[config.mk]
export PLATFORM = sky130hd
export DESIGN_NAME = nmea_sentence_capture
export DESIGN_NICKNAME = d
export VERILOG_FILES = /design/src/design/nsc_pkg.sv /design/src/design/nmea_sentence_capture.sv
export SDC_FILE = /design/constraint.sdc
export NUM_CORES = 1
export LEC_CHECK = 0
export BUFFER_PORTS_ARGS = -buffer_cell sky130_fd_sc_hd__buf_2
export CELL_PAD_IN_SITES_DETAIL_PLACEMENT = 0
export CELL_PAD_IN_SITES_GLOBAL_PLACEMENT = 1
export CORE_MARGIN = 3
export CORE_UTILIZATION = 55
export DETAILED_ROUTE_END_ITERATION = 8
export HOLD_SLACK_MARGIN = 0.1
export PLACE_DENSITY = 0.82
export SETUP_SLACK_MARGIN = 0.02
export SYNTH_ARGS = -nofsm -noshare
export SYNTH_HDL_FRONTEND = slang
export SYNTH_SLANG_ARGS = --single-unit
[constraint.sdc]
create_clock -name i_clk -period 4.4 [get_ports i_clk]
set_clock_uncertainty 0.15 [all_clocks]
set_input_delay 0.44 -clock i_clk [delete_from_list [all_inputs] [get_ports i_clk]]
set_output_delay 0.44 -clock i_clk [all_outputs]
set_load 0.03 [all_outputs]
[src/design/nsc_pkg.sv]
// Shared types, constants and helper functions for the NMEA sentence capture block.
package nsc_pkg;

    typedef enum logic [1:0] {
        MODE_BYTE  = 2'd0,
        MODE_READ  = 2'd1,
        MODE_CLEAR = 2'd2,
        MODE_NONE  = 2'd3
    } t_mode;

    typedef enum logic [2:0] {
        ST_IDLE = 3'd0,
        ST_GOT1 = 3'd1,
        ST_GOT2 = 3'd2,
        ST_GOT3 = 3'd3,
        ST_CAPT = 3'd4
    } t_match_state;

    typedef struct packed {
        logic [1:0]  mode;
        logic [7:0]  rx_byte;
        logic [15:0] adc_sample;
        logic [6:0]  read_index;
    } t_req;

    typedef struct packed {
        logic [7:0] read_data;
        logic       frame_ready;
        logic [7:0] frame_length;
        logic [2:0] match_state;
    } t_rsp;

    localparam logic [7:0] CH_DOLLAR = 8'h24;
    localparam logic [7:0] CH_G      = 8'h47;
    localparam logic [7:0] CH_N      = 8'h4e;
    localparam logic [7:0] CH_R      = 8'h52;
    localparam logic [7:0] CH_CR     = 8'h0d;
    localparam logic [7:0] CH_SLASH  = 8'h2f;

    localparam int unsigned HDR_LEN    = 4;
    localparam int unsigned SUFFIX_LEN = 5;

    function automatic logic [7:0] hex_digit(input logic [3:0] nib);
        logic [7:0] wide;
        begin
            wide = {4'h0, nib};
            hex_digit = (nib < 4'd10) ? (wide + 8'h30) : (wide + 8'h57);
        end
    endfunction

    function automatic logic [7:0] hdr_byte(input logic [1:0] pos);
        logic [7:0] b;
        begin
            unique case (pos)
                2'd0:    b = CH_DOLLAR;
                2'd1:    b = CH_G;
                2'd2:    b = CH_N;
                default: b = CH_R;
            endcase
            hdr_byte = b;
        end
    endfunction

    function automatic logic [7:0] sfx_byte(input logic [2:0] off, input logic [15:0] smp);
        logic [7:0] b;
        begin
            case (off)
                3'd0:    b = CH_SLASH;
                3'd1:    b = hex_digit(smp[15:12]);
                3'd2:    b = hex_digit(smp[11:8]);
                3'd3:    b = hex_digit(smp[7:4]);
                default: b = hex_digit(smp[3:0]);
            endcase
            sfx_byte = b;
        end
    endfunction

endpackage

[src/design/nmea_sentence_capture.sv]
// Top level of the NMEA sentence capture block: header matcher, frame memory and output stage.
//
//   Channel | Direction | Handshake          | Payload
//   request | in        | i_valid / o_ready  | i_req (nsc_pkg::t_req)
//   result  | out       | o_valid / i_ready  | o_rsp (nsc_pkg::t_rsp)
//
// One request is taken per cycle if o_ready is high; results pass the s1 and output registers.
// The frame memory has one write and one registered read port, used by byte and read requests.
// The header and the tag suffix are produced from logic, so each request needs at most one port access.
// Synchronous active-low reset clears the matcher, counters and flags; memory is not cleared.
// A stalled result holds in the output register while one more request waits in the read stage.
module nmea_sentence_capture #(
    parameter int unsigned BUF_DEPTH = 128
) (
    input  logic          i_clk,
    input  logic          i_rst_n,
    input  logic          i_valid,
    output logic          o_ready,
    input  nsc_pkg::t_req i_req,
    output logic          o_valid,
    input  logic          i_ready,
    output nsc_pkg::t_rsp o_rsp
);
    import nsc_pkg::*;

    localparam int unsigned AW = $clog2(BUF_DEPTH);
    localparam int unsigned PW = $clog2(BUF_DEPTH + 1);
    localparam int unsigned CW = (PW > 7) ? PW : 7;
    localparam int unsigned LW = (PW > 8) ? PW : 8;
    localparam logic [PW-1:0] WP_MAX = PW'(BUF_DEPTH - SUFFIX_LEN);

    logic [7:0] mem [BUF_DEPTH];

    t_match_state r_state, n_state;
    logic [PW-1:0] r_wp, n_wp;
    logic          r_ready, n_ready;
    logic [15:0]   r_held, n_held;
    logic          r_sfx, n_sfx;

    logic          r_s1_vld;
    logic          r_s1_sel_mem;
    logic [7:0]    r_s1_byte;
    t_rsp          r_s1_rsp;
    logic [7:0]    r_rd;

    logic          r_o_vld;
    t_rsp          r_o;

    logic          acc;
    logic          s1_adv;
    t_mode         mode;
    logic          mem_we;
    logic [AW-1:0] mem_wa;
    logic [AW-1:0] mem_ra;
    logic [PW-1:0] cr_pos;

    logic [CW-1:0] idx_c;
    logic [CW-1:0] wp_c;
    logic [CW:0]   idx_sum;
    logic [CW-1:0] sfx_off;
    logic          in_frame;
    logic          rd_sel_mem;
    logic [7:0]    rd_byte;
    logic [LW-1:0] len_l;
    t_rsp          n_s1_rsp;
    t_rsp          s1_out;

    assign s1_adv  = r_s1_vld && (!r_o_vld || i_ready);
    assign o_ready = !r_s1_vld || s1_adv;
    assign acc     = i_valid && o_ready;
    assign mode    = t_mode'(i_req.mode);
    assign o_valid = r_o_vld;
    assign o_rsp   = r_o;

    assign mem_wa = r_wp[AW-1:0];
    assign cr_pos = (r_wp > WP_MAX) ? WP_MAX : r_wp;

    always_comb begin
        n_state = r_state;
        n_wp    = r_wp;
        n_ready = r_ready;
        n_held  = r_held;
        n_sfx   = r_sfx;
        mem_we  = 1'b0;
        if (acc) begin
            unique case (mode)
                MODE_BYTE: begin
                    unique case (r_state)
                        ST_IDLE: begin
                            if (i_req.rx_byte == CH_DOLLAR && !r_ready) begin
                                n_state = ST_GOT1;
                            end
                        end
                        ST_GOT1: n_state = (i_req.rx_byte == CH_G) ? ST_GOT2 : ST_IDLE;
                        ST_GOT2: n_state = (i_req.rx_byte == CH_N) ? ST_GOT3 : ST_IDLE;
                        ST_GOT3: begin
                            if (i_req.rx_byte == CH_R) begin
                                n_state = ST_CAPT;
                                n_wp    = PW'(HDR_LEN);
                                n_sfx   = 1'b0;
                            end else begin
                                n_state = ST_IDLE;
                            end
                        end
                        ST_CAPT: begin
                            if (i_req.rx_byte != CH_CR) begin
                                if (r_wp < WP_MAX) begin
                                    mem_we = 1'b1;
                                    n_wp   = r_wp + PW'(1);
                                end
                            end else begin
                                n_wp    = cr_pos + PW'(SUFFIX_LEN);
                                n_held  = i_req.adc_sample;
                                n_ready = 1'b1;
                                n_sfx   = 1'b1;
                                n_state = ST_IDLE;
                            end
                        end
                        default: n_state = ST_IDLE;
                    endcase
                end
                MODE_CLEAR: n_ready = 1'b0;
                default: ;
            endcase
        end
    end

    assign idx_c    = CW'(i_req.read_index);
    assign wp_c     = CW'(r_wp);
    assign idx_sum  = {1'b0, idx_c} + (CW + 1)'(SUFFIX_LEN);
    assign sfx_off  = idx_c + CW'(SUFFIX_LEN) - wp_c;
    assign in_frame = idx_c < wp_c;
    assign mem_ra   = idx_c[AW-1:0];

    always_comb begin
        rd_sel_mem = 1'b0;
        rd_byte    = 8'h00;
        if (mode == MODE_READ && in_frame) begin
            if (idx_c < CW'(HDR_LEN)) begin
                rd_byte = hdr_byte(idx_c[1:0]);
            end else if (r_sfx && idx_sum >= {1'b0, wp_c}) begin
                rd_byte = sfx_byte(sfx_off[2:0], r_held);
            end else begin
                rd_sel_mem = 1'b1;
            end
        end
    end

    assign len_l = LW'(n_wp);

    always_comb begin
        n_s1_rsp              = '0;
        n_s1_rsp.frame_ready  = n_ready;
        n_s1_rsp.frame_length = n_ready ? len_l[7:0] : 8'h00;
        n_s1_rsp.match_state  = n_state;
    end

    always_comb begin
        s1_out           = r_s1_rsp;
        s1_out.read_data = r_s1_sel_mem ? r_rd : r_s1_byte;
    end

    always_ff @(posedge i_clk) begin
        if (mem_we) begin
            mem[mem_wa] <= i_req.rx_byte;
        end
        if (acc) begin
            r_rd <= mem[mem_ra];
        end
    end

    always_ff @(posedge i_clk) begin
        if (!i_rst_n) begin
            r_state <= ST_IDLE;
            r_wp    <= '0;
            r_ready <= 1'b0;
            r_held  <= '0;
            r_sfx   <= 1'b0;
        end else begin
            r_state <= n_state;
            r_wp    <= n_wp;
            r_ready <= n_ready;
            r_held  <= n_held;
            r_sfx   <= n_sfx;
        end
    end

    always_ff @(posedge i_clk) begin
        if (!i_rst_n) begin
            r_s1_vld <= 1'b0;
            r_o_vld  <= 1'b0;
        end else begin
            if (acc) begin
                r_s1_vld <= 1'b1;
            end else if (s1_adv) begin
                r_s1_vld <= 1'b0;
            end
            if (s1_adv) begin
                r_o_vld <= 1'b1;
            end else if (i_ready) begin
                r_o_vld <= 1'b0;
            end
        end
    end

    always_ff @(posedge i_clk) begin
        if (acc) begin
            r_s1_sel_mem <= rd_sel_mem;
            r_s1_byte    <= rd_byte;
            r_s1_rsp     <= n_s1_rsp;
        end
        if (s1_adv) begin
            r_o <= s1_out;
        end
    end

    a_wp_bound: assert property (@(posedge i_clk) disable iff (!i_rst_n)
        r_wp <= PW'(BUF_DEPTH))
        else $error("write position beyond buffer depth");

    a_ready_idle: assert property (@(posedge i_clk) disable iff (!i_rst_n)
        r_ready |-> (r_state == ST_IDLE))
        else $error("frame ready while matcher is active");

    a_ready_sfx: assert property (@(posedge i_clk) disable iff (!i_rst_n)
        r_ready |-> (r_sfx && r_wp >= PW'(HDR_LEN + SUFFIX_LEN)))
        else $error("frame ready without a complete suffix");

    a_stall_hold: assert property (@(posedge i_clk) disable iff (!i_rst_n)
        (r_s1_vld && r_o_vld && !i_ready) |-> !o_ready)
        else $error("request taken while both stages are stalled");

endmodule
==> impl_results.md <==
- Status: finished clean
- CP endpoint: mem[93][5]
- Initial antenna violation count: 5
- Post_cts resized: 0
- Synth Area per Inst: 19.01 µm²
- Clk buf depth: 3
- WP data required: 4.54 ns
- Vias in the first global route: ~23,000
- GRT Residual Overflow: 0
- Top post-synthesis cells by area: edfxtp_1 (73%), mux4_2 (11%), mux2i_1 (2.1%), dfxtp_1 (1.4%), nor2_1 (1.4%)
- HPWL after DPL: just under 70,000 µm
- DRC: 0
- R2R Path Start: r_state[2]
- Slowest cell on crit path: nor2_1
- EDFF count, synth: roughly 1,100
- Cells after synthesis: around 2,300
- Worst reg2reg endpoint: mem[93][5]
- Pre-Repair DR Iteration Count: 5
- Area growth syn-to-layout: 13.58%
- CTS clk-pin slew, worst paths: 0.06 ns
- Post-CTS Setup Bufs: 0
- Peak VDD IR: slightly below 300 µV
- Relative slew slack: 0.2901
- Synth top cells by count: edfxtp_1 (1,072), mux4_2 (213), nor2_1 (158)
- H-tree depth: 3
- Setup CP Type: in2reg
- Row cnt: 102
- Reg-to-reg setup timing slack: 0.74 ns
- WL per Instance: ~30 µm
- Die footprint: ~0.083 mm²
- Post-DRT Antenna Nets: 0
- RSZ-0062 raised after global routing: no
- Leak pwr: 16.06 nW
- Largest stage delay on the critical path: 0.74 ns
- Max-cap viol count: 0
- Final Max Slew Viols: 0
- IO buf count: slightly below 60
- Final min period: 3.684 ns
- Critical path origin: i_valid
- I/O pin cnt: 59
- Initial Util: 0.5603
- Final Util: 0.6364
- PwrDens: 437.0 mW/mm²
- Synthesis warning total: 0
- Setup_tns: 0 ns
- GPL Wtd Cong: about 0.94
- Smallest hold slack: 0.1097 ns
- Synth area leader: edfxtp_1
- Sequential share of the synthesized area: 0.7486
- Clk Latency, worst-skew pair: 0.68 ns
- Worst Reg-to-Reg Cells: 6
- Fin crit share: 0.8373
- Die Ht: 288.3 µm
- Overall routed net length: roughly 110,000 µm
- Die X: 288.3 µm
- Unique masters post-synth: 69
- Arrival time worst endpoint: 3.82 ns
- GR Util All Layers: 0.2661
- CTS tree: built
- Layout Nets: 2,601
- Post-synthesis cell area: 0.04383 mm²
- Final Hold Viols: 0
- Violation count after the first detailed-routing iteration: 3,197
- Via Count: 23,560
- Fillcell total: 5,189
- Most common cell in the netlist: edfxtp_1
- Worst Hold Class: in2reg
- Root Driver: clkbuf_16
- Core area: 0.07823 mm²
- CP endpoint kind: flop
- Largest net degree at the start of global routing: 130
- First-pass GRT wire length: approximately 160,000 µm
- WHS Path Cells: 2
- Final setup viols: 0
- Inserted Clock Buffers: 106
- CP startpoint kind: input port
- Post-synthesis async set-or-reset flop share: 0
- Number of synthesized register bits: 1,103
- Max FO, Critical Path: 15
- Share of layout cells above drive strength 1: 0.2325
- Critical-path cell list: dlygate4sd3_1, buf_2, inv_1, nor4b_4, nand2_1, nor4_1, and2_4, nand2_2, nor2_1
- Share of the synthesized area in the top cell type: 0.7344
- Slew @ Worst Pin: 1.051 ns
- Main synth FF type: edfxtp_1
- Vias/cell: approximately 6.4
- Fmax: 271.4 MHz
- CTS sink cnt: between 1,000 and 1,500
==> power breakdown <==
part           switching (mW)  internal, mW  total, mW
Clock                    3.88          5.16       9.04
Combinational           0.714         0.399       1.11
Sequential             0.0252          11.6       11.6
Total                    4.62          17.1       21.8
==> worst max-delay path: cells and delay by family <==
family | cells | cell delay [ns]
simple gates | 6 | 2.67
buf+inv | 3 | 0.70
==> area by class of cell <==
| class | count | area (µm²) | area share |
|---|---|---|---|
| diodes | 2 | 5.005 | 0.0001005 |
| multi-input cells | 1087 | 10470 | 0.2102 |
| clock buffers | 125 | 2765 | 0.05554 |
| well taps | 1040 | 1301 | 0.02614 |
| repair buffers | 210 | 1639 | 0.03292 |
| inverters | 26 | 97.59 | 0.001960 |
| flip-flops and latches | 1103 | 32810 | 0.6590 |
| clock inverters | 73 | 699.4 | 0.01405 |
==> through the flow <==
stage               instance area [µm²]  worst slack (ns)  total power, mW  std cells
global placement                  46100            0.7433            12.89       3444
finish                            49790            0.7159            21.76       3666
floorplan                         43950            0.9697            12.40       2337
global route                      49780            0.5418            22.31       3664
CTS                               49780            0.8439            21.82       3664
detailed placement                46100            0.6949            12.91       3444
==> how the worst min path moves through the flow <==
stage                end  slack, ns          from
2_1_floorplan   o_rsp[0]       0.25   r_s1_rsp[0]
3_3_place_gp    o_rsp[6]       0.25   r_s1_rsp[6]
3_5_place_dp   o_rsp[11]       0.25  r_s1_rsp[11]
4_1_cts          o_valid       0.10       i_rst_n
5_1_grt          o_valid       0.15       i_rst_n
6_report         o_valid       0.11       i_rst_n
==> layout by cell type, fill, tap and decap left out, types with 19 or more instances in the layout <==
master            n
buf_2            48
o22ai_1          41
a221oi_1         25
mux2i_1          93
clkinv_2         28
buf_4           129
inv_1            26
ha_1             30
a22oi_1          31
nor3_1           19
dlygate4sd3_1    22
conb_1           32
a211oi_1         19
nand2_1         107
a22o_1           29
nor2_1          157
o21ai_0          29
clkbuf_16       107
dfxtp_1          31
mux4_2          213
a21boi_0         19
edfxtp_1       1072
a21oi_1          52
==> per-layer routing <==
layer,part of all wire,vias up,track usage
li1,-,9852,-
met1,0.38,11990,0.3754
met2,0.48,1500,0.4199
met3,0.11,218,0.05604
met4,0.033,0,0.09119
met5,0,-,0
==> state kept, by name, summed over array words and instances, names as in the netlist <==
| signal | count |
|---|---|
| r_sfx | 1 |
| r_state | 3 |
| r_ready | 1 |
| o_valid | 1 |
| r_s1_byte | 7 |
| r_s1_rsp | 12 |
| r_s1_sel_mem | 1 |
| r_held | 16 |
| r_wp | 8 |
| r_s1_vld | 1 |
| o_rsp | 20 |
| mem | 1024 |
| r_rd | 8 |
==> what timing repair did <==
item                                    4_1_cts  5_1_grt
hold endpoints to repair                     25        0
hold buffers                                 22        0
endpoints found under the setup margin        0        0
==> cell families (layout without fill, tap and decap cells) <==
group	count (synthesis)	in the layout	synth area share
compound gates	314	314	0.05055
xor+xnor	13	13	0.002598
fa+ha+maj	30	30	0.008563
buf+inv	147	434	0.01593
flops	1103	1103	0.7486
mux	321	321	0.1345
other cells	1	34	0.00008555
simple gates	377	377	0.03919
No activity file was read; power rests on OpenSTA's default activity.
